`config.mk`:
```
export PLATFORM = sky130hd
export DESIGN_NAME = dtr_ctrl
export DESIGN_NICKNAME = d
export VERILOG_FILES = /design/src/hw/rtl/dtr_pkg.sv /design/src/hw/rtl/dtr_ctrl.sv
export SDC_FILE = /design/constraint.sdc
export NUM_CORES = 1
export LEC_CHECK = 0
export BUFFER_PORTS_ARGS = -buffer_cell sky130_fd_sc_hd__clkbuf_2
export CAP_MARGIN = 20
export CORE_UTILIZATION = 30
export CTS_CLUSTER_DIAMETER = 150
export DETAILED_ROUTE_END_ITERATION = 8
export PLACE_DENSITY = 0.52
export SLEW_MARGIN = 5
export SYNTH_ARGS = -nofsm -noshare
export SYNTH_HDL_FRONTEND = slang
export SYNTH_SLANG_ARGS = --single-unit
```
`constraint.sdc`:
```
create_clock -name clk -period 5.01 [get_ports clk]
set_clock_uncertainty 0.05 [all_clocks]
set_input_delay 0.2505 -clock clk [delete_from_list [all_inputs] [get_ports clk]]
set_output_delay 0.2505 -clock clk [all_outputs]
set_load 0.03 [all_outputs]
```
`src/hw/rtl/dtr_pkg.sv`:
```
// dtr_pkg: shared widths, codes and controller/datapath interface structs
// for the depth-tested triangle rasterizer. No dependencies.
package dtr_pkg;

  localparam int COORD_W    = 10;
  localparam int DEPTH_IN_W = 12;
  localparam int TEX_W      = 10;
  localparam int Z_W        = 24;
  localparam int DIFF_W     = 11;
  localparam int PROD_W     = 22;
  localparam int W_W        = 23;
  localparam int DEN_W      = 22;
  localparam int ATTR_W     = 13;
  localparam int MUL_W      = 36;
  localparam int ACC_W      = 38;

  localparam logic MODE_LOAD = 1'b0;
  localparam logic MODE_STEP = 1'b1;

  localparam logic [1:0] SLOT_LAST  = 2'd2;
  localparam logic [1:0] KIND_DEPTH = 2'd0;
  localparam logic [1:0] KIND_U     = 2'd1;
  localparam logic [1:0] KIND_V     = 2'd2;

  localparam logic signed [Z_W-1:0] Z_MIN = {1'b1, {(Z_W-1){1'b0}}};
  localparam logic signed [Z_W-1:0] Z_MAX = {1'b0, {(Z_W-1){1'b1}}};

  typedef struct packed {
    logic       clr_en;
    logic       load_en;
    logic       start_en;
    logic       prod_en;
    logic       edge_en;
    logic       mac_en;
    logic       mac_first;
    logic [1:0] mac_k;
    logic [1:0] kind;
    logic       div_start;
    logic       cmp_en;
    logic       u_cap;
    logic       v_cap;
    logic       emit_en;
  } dtr_cmd_t;

  typedef struct packed {
    logic clr_last;
    logic active;
    logic in_tri;
    logic nearer;
    logic div_done;
    logic div_busy;
    logic out_free;
  } dtr_stat_t;

endpackage

```
`src/hw/rtl/dtr_ctrl.sv`:
```
// dtr_ctrl: sequencer for clear sweep, corner loads and candidate evaluation.
// Uses dtr_pkg; drives the datapath through dtr_cmd_t.
module dtr_ctrl (
  input  logic               clk,
  input  logic               rst_n,
  input  logic               in_valid,
  output logic               in_ready,
  input  logic               in_mode,
  input  logic [1:0]         in_vertex_slot,
  input  dtr_pkg::dtr_stat_t stat,
  output dtr_pkg::dtr_cmd_t  cmd
);
  import dtr_pkg::*;

  localparam logic [3:0] S_CLEAR = 4'd0;
  localparam logic [3:0] S_IDLE  = 4'd1;
  localparam logic [3:0] S_START = 4'd2;
  localparam logic [3:0] S_PROD  = 4'd3;
  localparam logic [3:0] S_EDGE  = 4'd4;
  localparam logic [3:0] S_TEST  = 4'd5;
  localparam logic [3:0] S_MAC   = 4'd6;
  localparam logic [3:0] S_DIVS  = 4'd7;
  localparam logic [3:0] S_DIVW  = 4'd8;
  localparam logic [3:0] S_EMIT  = 4'd9;

  logic [3:0] state_r, state_nxt;
  logic [1:0] k_r, k_nxt;
  logic [1:0] kind_r, kind_nxt;

  always_ff @(posedge clk) begin
    if (!rst_n) begin
      state_r <= S_CLEAR;
      k_r     <= '0;
      kind_r  <= KIND_DEPTH;
    end else begin
      state_r <= state_nxt;
      k_r     <= k_nxt;
      kind_r  <= kind_nxt;
    end
  end

  assign in_ready = (state_r == S_IDLE);

  // Next state and commands
  always_comb begin
    state_nxt = state_r;
    k_nxt     = k_r;
    kind_nxt  = kind_r;
    cmd       = '0;
    cmd.kind  = kind_r;
    cmd.mac_k = k_r;
    case (state_r)
      S_CLEAR: begin
        cmd.clr_en = 1'b1;
        if (stat.clr_last) state_nxt = S_IDLE;
      end
      S_IDLE: begin
        if (in_valid) begin
          if (in_mode == MODE_LOAD) begin
            cmd.load_en = 1'b1;
            if (in_vertex_slot == SLOT_LAST) state_nxt = S_START;
          end else if (stat.active) begin
            state_nxt = S_PROD;
          end
        end
      end
      S_START: begin
        cmd.start_en = 1'b1;
        state_nxt    = S_IDLE;
      end
      S_PROD: begin
        cmd.prod_en = 1'b1;
        state_nxt   = S_EDGE;
      end
      S_EDGE: begin
        cmd.edge_en = 1'b1;
        state_nxt   = S_TEST;
      end
      S_TEST: begin
        if (stat.in_tri) begin
          state_nxt = S_MAC;
          k_nxt     = 2'd0;
          kind_nxt  = KIND_DEPTH;
        end else begin
          state_nxt = S_EMIT;
        end
      end
      S_MAC: begin
        cmd.mac_en    = 1'b1;
        cmd.mac_first = (k_r == 2'd0);
        if (k_r == 2'd2) begin
          state_nxt = S_DIVS;
        end else begin
          k_nxt = k_r + 2'd1;
        end
      end
      S_DIVS: begin
        cmd.div_start = 1'b1;
        state_nxt     = S_DIVW;
      end
      S_DIVW: begin
        if (stat.div_done) begin
          case (kind_r)
            KIND_DEPTH: begin
              cmd.cmp_en = 1'b1;
              if (stat.nearer) begin
                state_nxt = S_MAC;
                k_nxt     = 2'd0;
                kind_nxt  = KIND_U;
              end else begin
                state_nxt = S_EMIT;
              end
            end
            KIND_U: begin
              cmd.u_cap = 1'b1;
              state_nxt = S_MAC;
              k_nxt     = 2'd0;
              kind_nxt  = KIND_V;
            end
            default: begin
              cmd.v_cap = 1'b1;
              state_nxt = S_EMIT;
            end
          endcase
        end
      end
      S_EMIT: begin
        if (stat.out_free) begin
          cmd.emit_en = 1'b1;
          state_nxt   = S_IDLE;
        end
      end
      default: state_nxt = S_IDLE;
    endcase
  end

endmodule

```
# Word-level counts from Yosys, hierarchy flattened
# Cells that the tools add are included.
# W data, S select, Z words.
dict set report totals {
  register_bits 8
  latch_bits 0
  romBits 0
  n_memories 0
  ram_bits 0
}
dict set report classes {
  n_mul 0
  mux 38
  bitwise 0
  eq_ne 23
  n_reduce_logical 9
  addsub 1
  magnitude_cmp 0
  div 0
  shifts 0
}
# operator n
set ops {}
lappend ops {{$mux W4} 10}
lappend ops {{$pmux W4 S9} 1}
lappend ops {{$eq A4 B3 Y1 const B} 4}
lappend ops {{$mux W2} 7}
lappend ops {{$ne A2 B2 Y1 const B} 7}
lappend ops {{$mux W1} 13}
lappend ops {{$pmux W2 S2} 3}
lappend ops {{$eq A4 B2 Y1 const B} 2}
lappend ops {{$eq A4 B4 Y1 const B} 2}
lappend ops {{$pmux W4 S2} 1}
lappend ops {{$reduce_and A7 Y1} 1}
lappend ops {{$mux W3} 2}
lappend ops {{$ne A3 B1 Y1 const B} 2}
lappend ops {{$pmux W2 S3} 1}
lappend ops {{$reduce_and A6 Y1} 1}
lappend ops {{$reduce_and A5 Y1} 1}
lappend ops {{$eq A2 B2 Y1 const B} 2}
lappend ops {{$eq A4 B1 Y1 const B} 1}
lappend ops {{$logic_not A2 Y1} 2}
lappend ops {{$logic_not A4 Y1} 1}
lappend ops {{$ne A3 B2 Y1 const B} 1}
lappend ops {{$ne A3 B3 Y1 const B} 1}
lappend ops {{$reduce_bool A3 Y1} 1}
lappend ops {{$add A2 B1 Y2 const B} 1}
lappend ops {{other kinds (3)} 3}

# Logic depth before layout (Yosys ltp)
# Gate-level depths: netlist (run 1).
dict set report logic_depth {
  ltp_word 5
  depth_mapped 6
  ltp_nobuf 6
}

# Worst setup path after synthesis (run 1)
# No wires, ideal clock.
dict set report synth_path {
  kind {register -> output}
  from {register state_r[1]}
  to {output cmd[13] (netlist bit)}
  arrival_ns 1.940
  path_stages_with_launch 4
  path_buffers 2
  slack_ns 2.770
  path_cell_list {dfxtp_1 > clkbuf_1 > clkbuf_1 > nor4b_1}
}
# element line
set synth_lines {}
lappend synth_lines {{start, declared} dtr_ctrl.sv:26} ;# logic [3:0] state_r, state_nxt;
lappend synth_lines {{start signal, assigned} dtr_ctrl.sv:36} ;# state_r <= state_nxt;
lappend synth_lines {{end, declared} dtr_ctrl.sv:11} ;# output dtr_pkg::dtr_cmd_t cmd

==> flow_metrics.env, run 1 <==
export IMPL_drtIter0Drc=9
export IMPL_fin_crit_sh_pct=46.6
export IMPL_synth_cell_types=40
export IMPL_finalNetCount=130
export IMPL_ant_nets=0
export IMPL_fin_util_pct=39.7
export IMPL_cts_clk_slew_worst_paths_ps=60
export IMPL_dpl_cell_area_um2=865
export IMPL_io_buffers=28
export IMPL_worstHoldPathType="input pin to flop"
export IMPL_tritoncts="built"
export IMPL_end_kind="output pin"
export IMPL_diodes=0
export IMPL_cts_root_buffer_cell="clkbuf_4"
export IMPL_dp_cells=138
export IMPL_area_growth_pct=23.5
export IMPL_grt_pass1_vias=692
export IMPL_crit_start="state_r[0]"
export IMPL_cpPeakStageDelay_ps=760
export IMPL_period_minus_slack_ps=2330
export IMPL_crit_type="flop to output pin"
export IMPL_clockBufferDepth=2
export IMPL_htreeDepth=1
export IMPL_synth_top_flop_cell="dfxtp_1"
export IMPL_finalSetupTns_ps=0
export IMPL_crit_slowest_cell="dfxtp_1"
export IMPL_worstPathRequired_ps=4710
export IMPL_worstSkewPairLatency_ps=260
export IMPL_postCtsSetupRepairBufs=0
export IMPL_final_common_cell="clkbuf_2"
export IMPL_postCtsHoldBufs=0
export IMPL_path_cells="or4b_4 -> nor3b_1 -> clkbuf_2"
export IMPL_ir_drop_mv=0.243
export IMPL_gp_congestion=0.758
export IMPL_p_leak_nw=0.373
export IMPL_grt_ovfl_total=0
export IMPL_cp_arrival_ps=2030
export IMPL_die_w_um=50.9
export IMPL_antenna_found_initial=0
export IMPL_grt_setup_unrepaired="false"
export IMPL_final_area_um2=887
export IMPL_worstSetupStartpointType="flop"
export IMPL_fill_cells=241
export IMPL_dpl_hpwl_um=1290
export IMPL_cts_resized=0
export IMPL_vias=763
export IMPL_synth_fp_nets=104
export IMPL_crit_path_max_fanout=23
export IMPL_cap_violations=0
export IMPL_syn_area_um2=718
export IMPL_slew_limit_headroom_pct=54.2
export IMPL_clock_sinks=8
export IMPL_grt_pass1_wl_um=3010
export IMPL_cp_num_buf_inv=1
export IMPL_yosysSeqAreaShare_pct=22.3
export IMPL_min_from="rst_n"
export IMPL_fmax_mhz=429
export IMPL_grtUsageTotal_pct=15.0
export IMPL_worst_slew_pin_slew_ps=686
export IMPL_synth_top_cell_by_area="dfxtp_1"
export IMPL_yosysTopAreaCellShare_pct=22.3
export IMPL_routed_via_density=5.41
export IMPL_avgSynthCellArea_um2=8.07
export IMPL_wl_per_cell_um=12.9
export IMPL_ys_ff_latch=8
export IMPL_status="completed"
export IMPL_core_um2=2230
export IMPL_start_util_pct=32.2
export IMPL_worst_slack_ps=2680
export IMPL_powerDensity_nw_per_um2=368
export IMPL_rr_startpoint="state_r[0]"
export IMPL_synth_area_leaders="dfxtp_1 22%, mux2i_1 5.6%, nor4bb_1 4.2%, nand2_1 3.7%, nor4b_1 3.7%"
export IMPL_die_y_um=50.9
export IMPL_critPathTopFamily="simple AND/OR/NAND/NOR gates"
export IMPL_synth_edff_count=0
export IMPL_yosysWarnings=0
export IMPL_final_cell_mix="28 x clkbuf_2, 8 x dfxtp_1, 7 x nand2_1"
export IMPL_drive_gt1_share_pct=33.6
export IMPL_async_reset_ff_share_pct=0
export IMPL_cts_made_buffers=3
export IMPL_dp_slack_ps=2900
export IMPL_slew_violations=0
export IMPL_drc_errors=0
export IMPL_firstDrtPassIters=4
export IMPL_io_pins=30
export IMPL_finalWirelength_um=1820
export IMPL_finalSetupViolCount=0
export IMPL_rows=17
export IMPL_die_area_um2=2590
export IMPL_layoutNonFillerInstCount=141
export IMPL_grt_start_max_net_pins=24
export IMPL_synth_cells=89
export IMPL_hold_violations=0
-- cell usage after synthesis (2+ instances only) --
cell	instances
o21ai_0	5
inv_1	5
nor2b_1	3
nor2_1	2
a31oi_1	3
nor4bb_1	3
nand2_1	7
nor4b_1	3
nor3_1	3
buf_2	2
ha_1	2
mux2i_1	4
o21a_1	2
a32oi_1	2
nor3b_1	3
nand3_1	3
and3_1	3
clkbuf_1	5
dfxtp_1	8
-- cell type report --
type                            instances  area (um2)  share of cell area, %
Sequential cell                         8         160                   18.1
Tap cell                               28        35.0                   3.95
Inverter                                5        18.8                   2.12
Multi-Input combinational cell         69         510                   57.5
Clock buffer                            3        22.5                   2.54
Timing Repair Buffer                   28         140                   15.8
-- sequential cells by signal (all words and copies together) (netlist names) --
name / count
kind_r: 2
k_r: 2
state_r: 4
-- logic make-up (layout without fill, tap and decap cells) --
family / Yosys count / count (layout) / share of synthesized area (%)
and+or+nand+nor: 42 / 42 / 40.8
AOI/OAI and AO/OA: 20 / 20 / 19.7
muxes: 5 / 5 / 7.14
adders and majority gates: 2 / 2 / 3.48
DFF: 8 / 8 / 22.3
buffers and inverters: 12 / 36 / 6.62
-- path summary, 6_finish.rpt --
path | cells after the start | slack [ps] | endpoint
max | 3 | 2680 | cmd[14]
min | 2 | 320 | kind_r[1]
max reg2reg | 4 | 2860 | state_r[3]
min reg2reg | 2 | 430 | k_r[0]
-- worst register-to-register path, stage by stage, from the launching register on --
cell,delay [ps]
dfxtp_1,760
or4b_4,570
a311o_1,360
o211a_2,160
mux2i_1,130
-- power breakdown --
group          switching (W)  internal, W
Sequential         0.0000455    0.0000730
Combinational      0.0000872    0.0000695
Clock              0.0000240    0.0000276
-- stage by stage --
stage	hold slack [ps]	total power, W
finish	317	0.000327
global route	331	0.000350
CTS	315	0.000328
detailed placement	421	0.000274
global placement	416	0.000272
floorplan	366	0.000238
-- routing by layer --
metal | global-route usage [%] | part of all wire (%) | vias to the layer above
met2 | 23.2 | 46 | 26
met3 | 3.87 | 6.1 | 2
li1 | - | - | 389
met5 | 0 | 0 | -
met1 | 20.0 | 47 | 346
met4 | 4.63 | 0.77 | 0
(Power assumes the default switching activity.)
==> run 2: changes to the inputs <==
--- a/config.mk
+++ b/config.mk
@@ -5,6 +5,7 @@
 export SDC_FILE = /design/constraint.sdc
 export NUM_CORES = 1
 export LEC_CHECK = 0
+export ABC_AREA = 1
 export BUFFER_PORTS_ARGS = -buffer_cell sky130_fd_sc_hd__clkbuf_2
 export CAP_MARGIN = 20
 export CORE_UTILIZATION = 30
==> constraint.sdc (replaced) <==
create_clock -name clk -period 2.2 [get_ports clk]
set_clock_uncertainty 0.05 [all_clocks]
set_input_delay 0.11 -clock clk [delete_from_list [all_inputs] [get_ports clk]]
set_output_delay 0.11 -clock clk [all_outputs]
set_load 0.03 [all_outputs]
==> run 2 against run 1 <==
Utilization rose by 1.5 points. Total power increased to 3.2 times the previous value. Routed wire length is 10% higher. Sequential power increased by 100%. Via count grew 19%. Clock-buffer cell count is the same. Area after synthesis grew 1.9%. Clock power up 110%. Setup slack worse by 2200 ps. Sequential share of layout area is 0.83 points lower. Register-to-register slack lost 2100 ps. Hold slack lost 220 ps.
==> flow_metrics.env, run 2 <==
export IMPL_status="completed"
export IMPL_p_leak_nw=0.579
export IMPL_crit_type="flop to output pin"
export IMPL_async_reset_ff_share_pct=0
export IMPL_slew_limit_headroom_pct=79.6
export IMPL_cp_arrival_ps=1560
export IMPL_drtIter0Drc=13
export IMPL_powerDensity_nw_per_um2=1120
export IMPL_muxShareOfSynthArea_pct=0
export IMPL_synth_most_common_cell="nand2_1"
export IMPL_drive_gt1_share_pct=22.2
export IMPL_tritoncts="built"
export IMPL_min_from="rst_n"
export IMPL_synth_fa_ha_area_share_pct=3.42
export IMPL_synth_top_cell_by_area="dfxtp_1"
export IMPL_ir_drop_mv=0.580
export IMPL_grt_pass1_vias=801
export IMPL_clock_sinks=8
export IMPL_ant_nets=0
export IMPL_seq_power_share_pct=22.8
export IMPL_grt_setup_unrepaired="false"
export IMPL_min_to="state_r[0]"
export IMPL_clockPowerShare_pct=10.1
export IMPL_routed_via_density=4.55
export IMPL_diodes=0
export IMPL_sw_frac_of_total_pct=56.2
export IMPL_synth_fp_nets=155
export IMPL_dpl_hpwl_um=1740
export IMPL_cts_resized=0
export IMPL_grt_pass1_wl_um=3460
export IMPL_cts_clk_slew_worst_paths_ps=50
export IMPL_finalWirelength_um=2010
export IMPL_worstHoldPathType="input pin to flop"
export IMPL_worstPathRequired_ps=2040
export IMPL_crit_path_max_fanout=5
export IMPL_finalSetupTns_ps=0
export IMPL_r2r_cells=8
export IMPL_regToRegEndpoint="k_r[1]"
export IMPL_antenna_found_initial=0
export IMPL_synth_cell_types=14
export IMPL_core_um2=2250
export IMPL_worst_slack_ps=481
export IMPL_final_common_cell="nand2_1"
export IMPL_yosysTopAreaCellShare_pct=21.9
export IMPL_wl_met2_um=948
export IMPL_fill_cells=286
export IMPL_fin_crit_sh_pct=78.1
export IMPL_fmax_mhz=582
export IMPL_synthSimpleGateAreaFrac_pct=56.2
export IMPL_wl_met1_um=927
export IMPL_synth_xor_area_share_pct=0
export IMPL_gp_congestion=0.858
export IMPL_synth_cells=140
export IMPL_start_util_pct=32.5
export IMPL_wl_per_cell_um=10.1
export IMPL_cap_violations=0
export IMPL_grt_ovfl_total=0
export IMPL_top_regs="state_r (4), k_r (2), kind_r (2)"
export IMPL_area_growth_pct=27.0
export IMPL_cts_made_buffers=3
export IMPL_worstSkewPairLatency_ps=240
export IMPL_postCtsHoldBufs=0
export IMPL_rr_startpoint="state_r[2]"
export IMPL_timing_hold_ws_ps=93.6
export IMPL_vias=905
export IMPL_netlist_top_cells_count="36 x nand2_1, 32 x nor2_1, 26 x inv_1"
export IMPL_cts_root_buffer_cell="clkbuf_4"
export IMPL_htreeDepth=1
export IMPL_min_delay_path_depth=3
export IMPL_ys_ff_latch=8
export IMPL_fin_util_pct=41.2
export IMPL_grt_start_max_net_pins=9
export IMPL_regMostFlops="state_r"
export IMPL_power_internal_w=0.000457
export IMPL_synth_area_leaders="dfxtp_1 22%, nand2_1 18%, nor2_1 16%, inv_1 13%, nand3_1 8.9%"
export IMPL_wl_met3_um=121
export IMPL_synth_top_family_by_area="simple AND/OR/NAND/NOR gates"
export IMPL_die_area_um2=2640
export IMPL_finalNetCount=188
export IMPL_clockBufferDepth=2
export IMPL_dp_slack_ps=741
export IMPL_drc_errors=0
export IMPL_postCtsSetupRepairBufs=0
export IMPL_syn_area_um2=732
export IMPL_worstSetupStartpointType="flop"
export IMPL_switchingPower_w=0.000587
export IMPL_firstDrtPassIters=4
export IMPL_die_y_um=51.4
export IMPL_period_minus_slack_ps=1720
export IMPL_slew_violations=0
export IMPL_io_pins=30
export IMPL_largest_reg_flops=4
export IMPL_rrSetupSlack_ps=740
export IMPL_final_cell_mix="36 x nand2_1, 32 x nor2_1, 28 x clkbuf_2"
export IMPL_end_kind="output pin"
export IMPL_io_buffers=28
export IMPL_rows=17
export IMPL_avgSynthCellArea_um2=5.23
export IMPL_hold_violations=0
export IMPL_synth_edff_count=0
export IMPL_die_w_um=51.4
export IMPL_comb_power_share_pct=67.1
export IMPL_worst_slew_pin_slew_ps=304
export IMPL_synth_top_flop_cell="dfxtp_1"
export IMPL_finalSetupViolCount=0
export IMPL_synth_compound_area_share_pct=4.10
export IMPL_yosysSeqAreaShare_pct=21.9
export IMPL_grtUsageTotal_pct=17.4
export IMPL_yosysWarnings=0
export IMPL_highest_layer="met4"
==> run 2: worst max path at each step <==
stage | start | slack, ps | to | cells after the start
finish | state_r[2] | 480 | cmd[14] | 6
global route | state_r[2] | 320 | cmd[14] | 6
CTS | state_r[2] | 460 | cmd[14] | 6
detailed placement | state_r[1] | 740 | cmd[14] | 6
global placement | state_r[2] | 730 | cmd[14] | 6
floorplan | state_r[2] | 200 | cmd[14] | 5
==> run 2: kinds of logic after synthesis <==
| family | count (synthesis) |
|---|---|
| and+or+nand+nor | 96 |
| buffers and inverters | 28 |
| DFF | 8 |
| AOI/OAI and AO/OA | 6 |
| adders and majority gates | 2 |
==> run 2: worst max-delay path, cell delays in order (launching register included) <==
cell	delay, ps
dfxtp_1	320
inv_1	120
nand2_1	130
nor2_1	280
inv_1	110
nor3_1	140
clkbuf_2	230
==> run 2: layout make-up <==
class / count / area [um2] / area share, %
Multi-Input combinational cell: 104 / 467 / 50.2
Inverter: 28 / 105 / 11.3
Timing Repair Buffer: 28 / 140 / 15.1
Tap cell: 28 / 35.0 / 3.77
Clock buffer: 3 / 22.5 / 2.42
Sequential cell: 8 / 160 / 17.2
==> run 2: stage by stage <==
| stage | instance area (um2) | power (W) | std cells |
|---|---|---|---|
| floorplan | 732 | 0.000772 | 140 |
| global placement | 907 | 0.000951 | 196 |
| detailed placement | 907 | 0.000949 | 196 |
| CTS | 930 | 0.00106 | 199 |
| global route | 930 | 0.00118 | 199 |
| finish | 930 | 0.00104 | 199 |
==> run 2: power by group through the flow <==
stage	sequential, W	combinational [W]	clock, W
after global placement	0.000243	0.000708	0
after CTS	0.000238	0.000711	0.000115
final	0.000238	0.000701	0.000106
after detailed placement	0.000241	0.000708	0
after global routing	0.000244	0.000810	0.000124
after floorplan	0.000248	0.000524	0
==> run 2: per-layer routing <==
layer,up-vias,global-route usage (%)
met4,0,8.11
met5,-,0
met2,26,28.6
met3,2,0.893
li1,496,-
met1,381,22.9
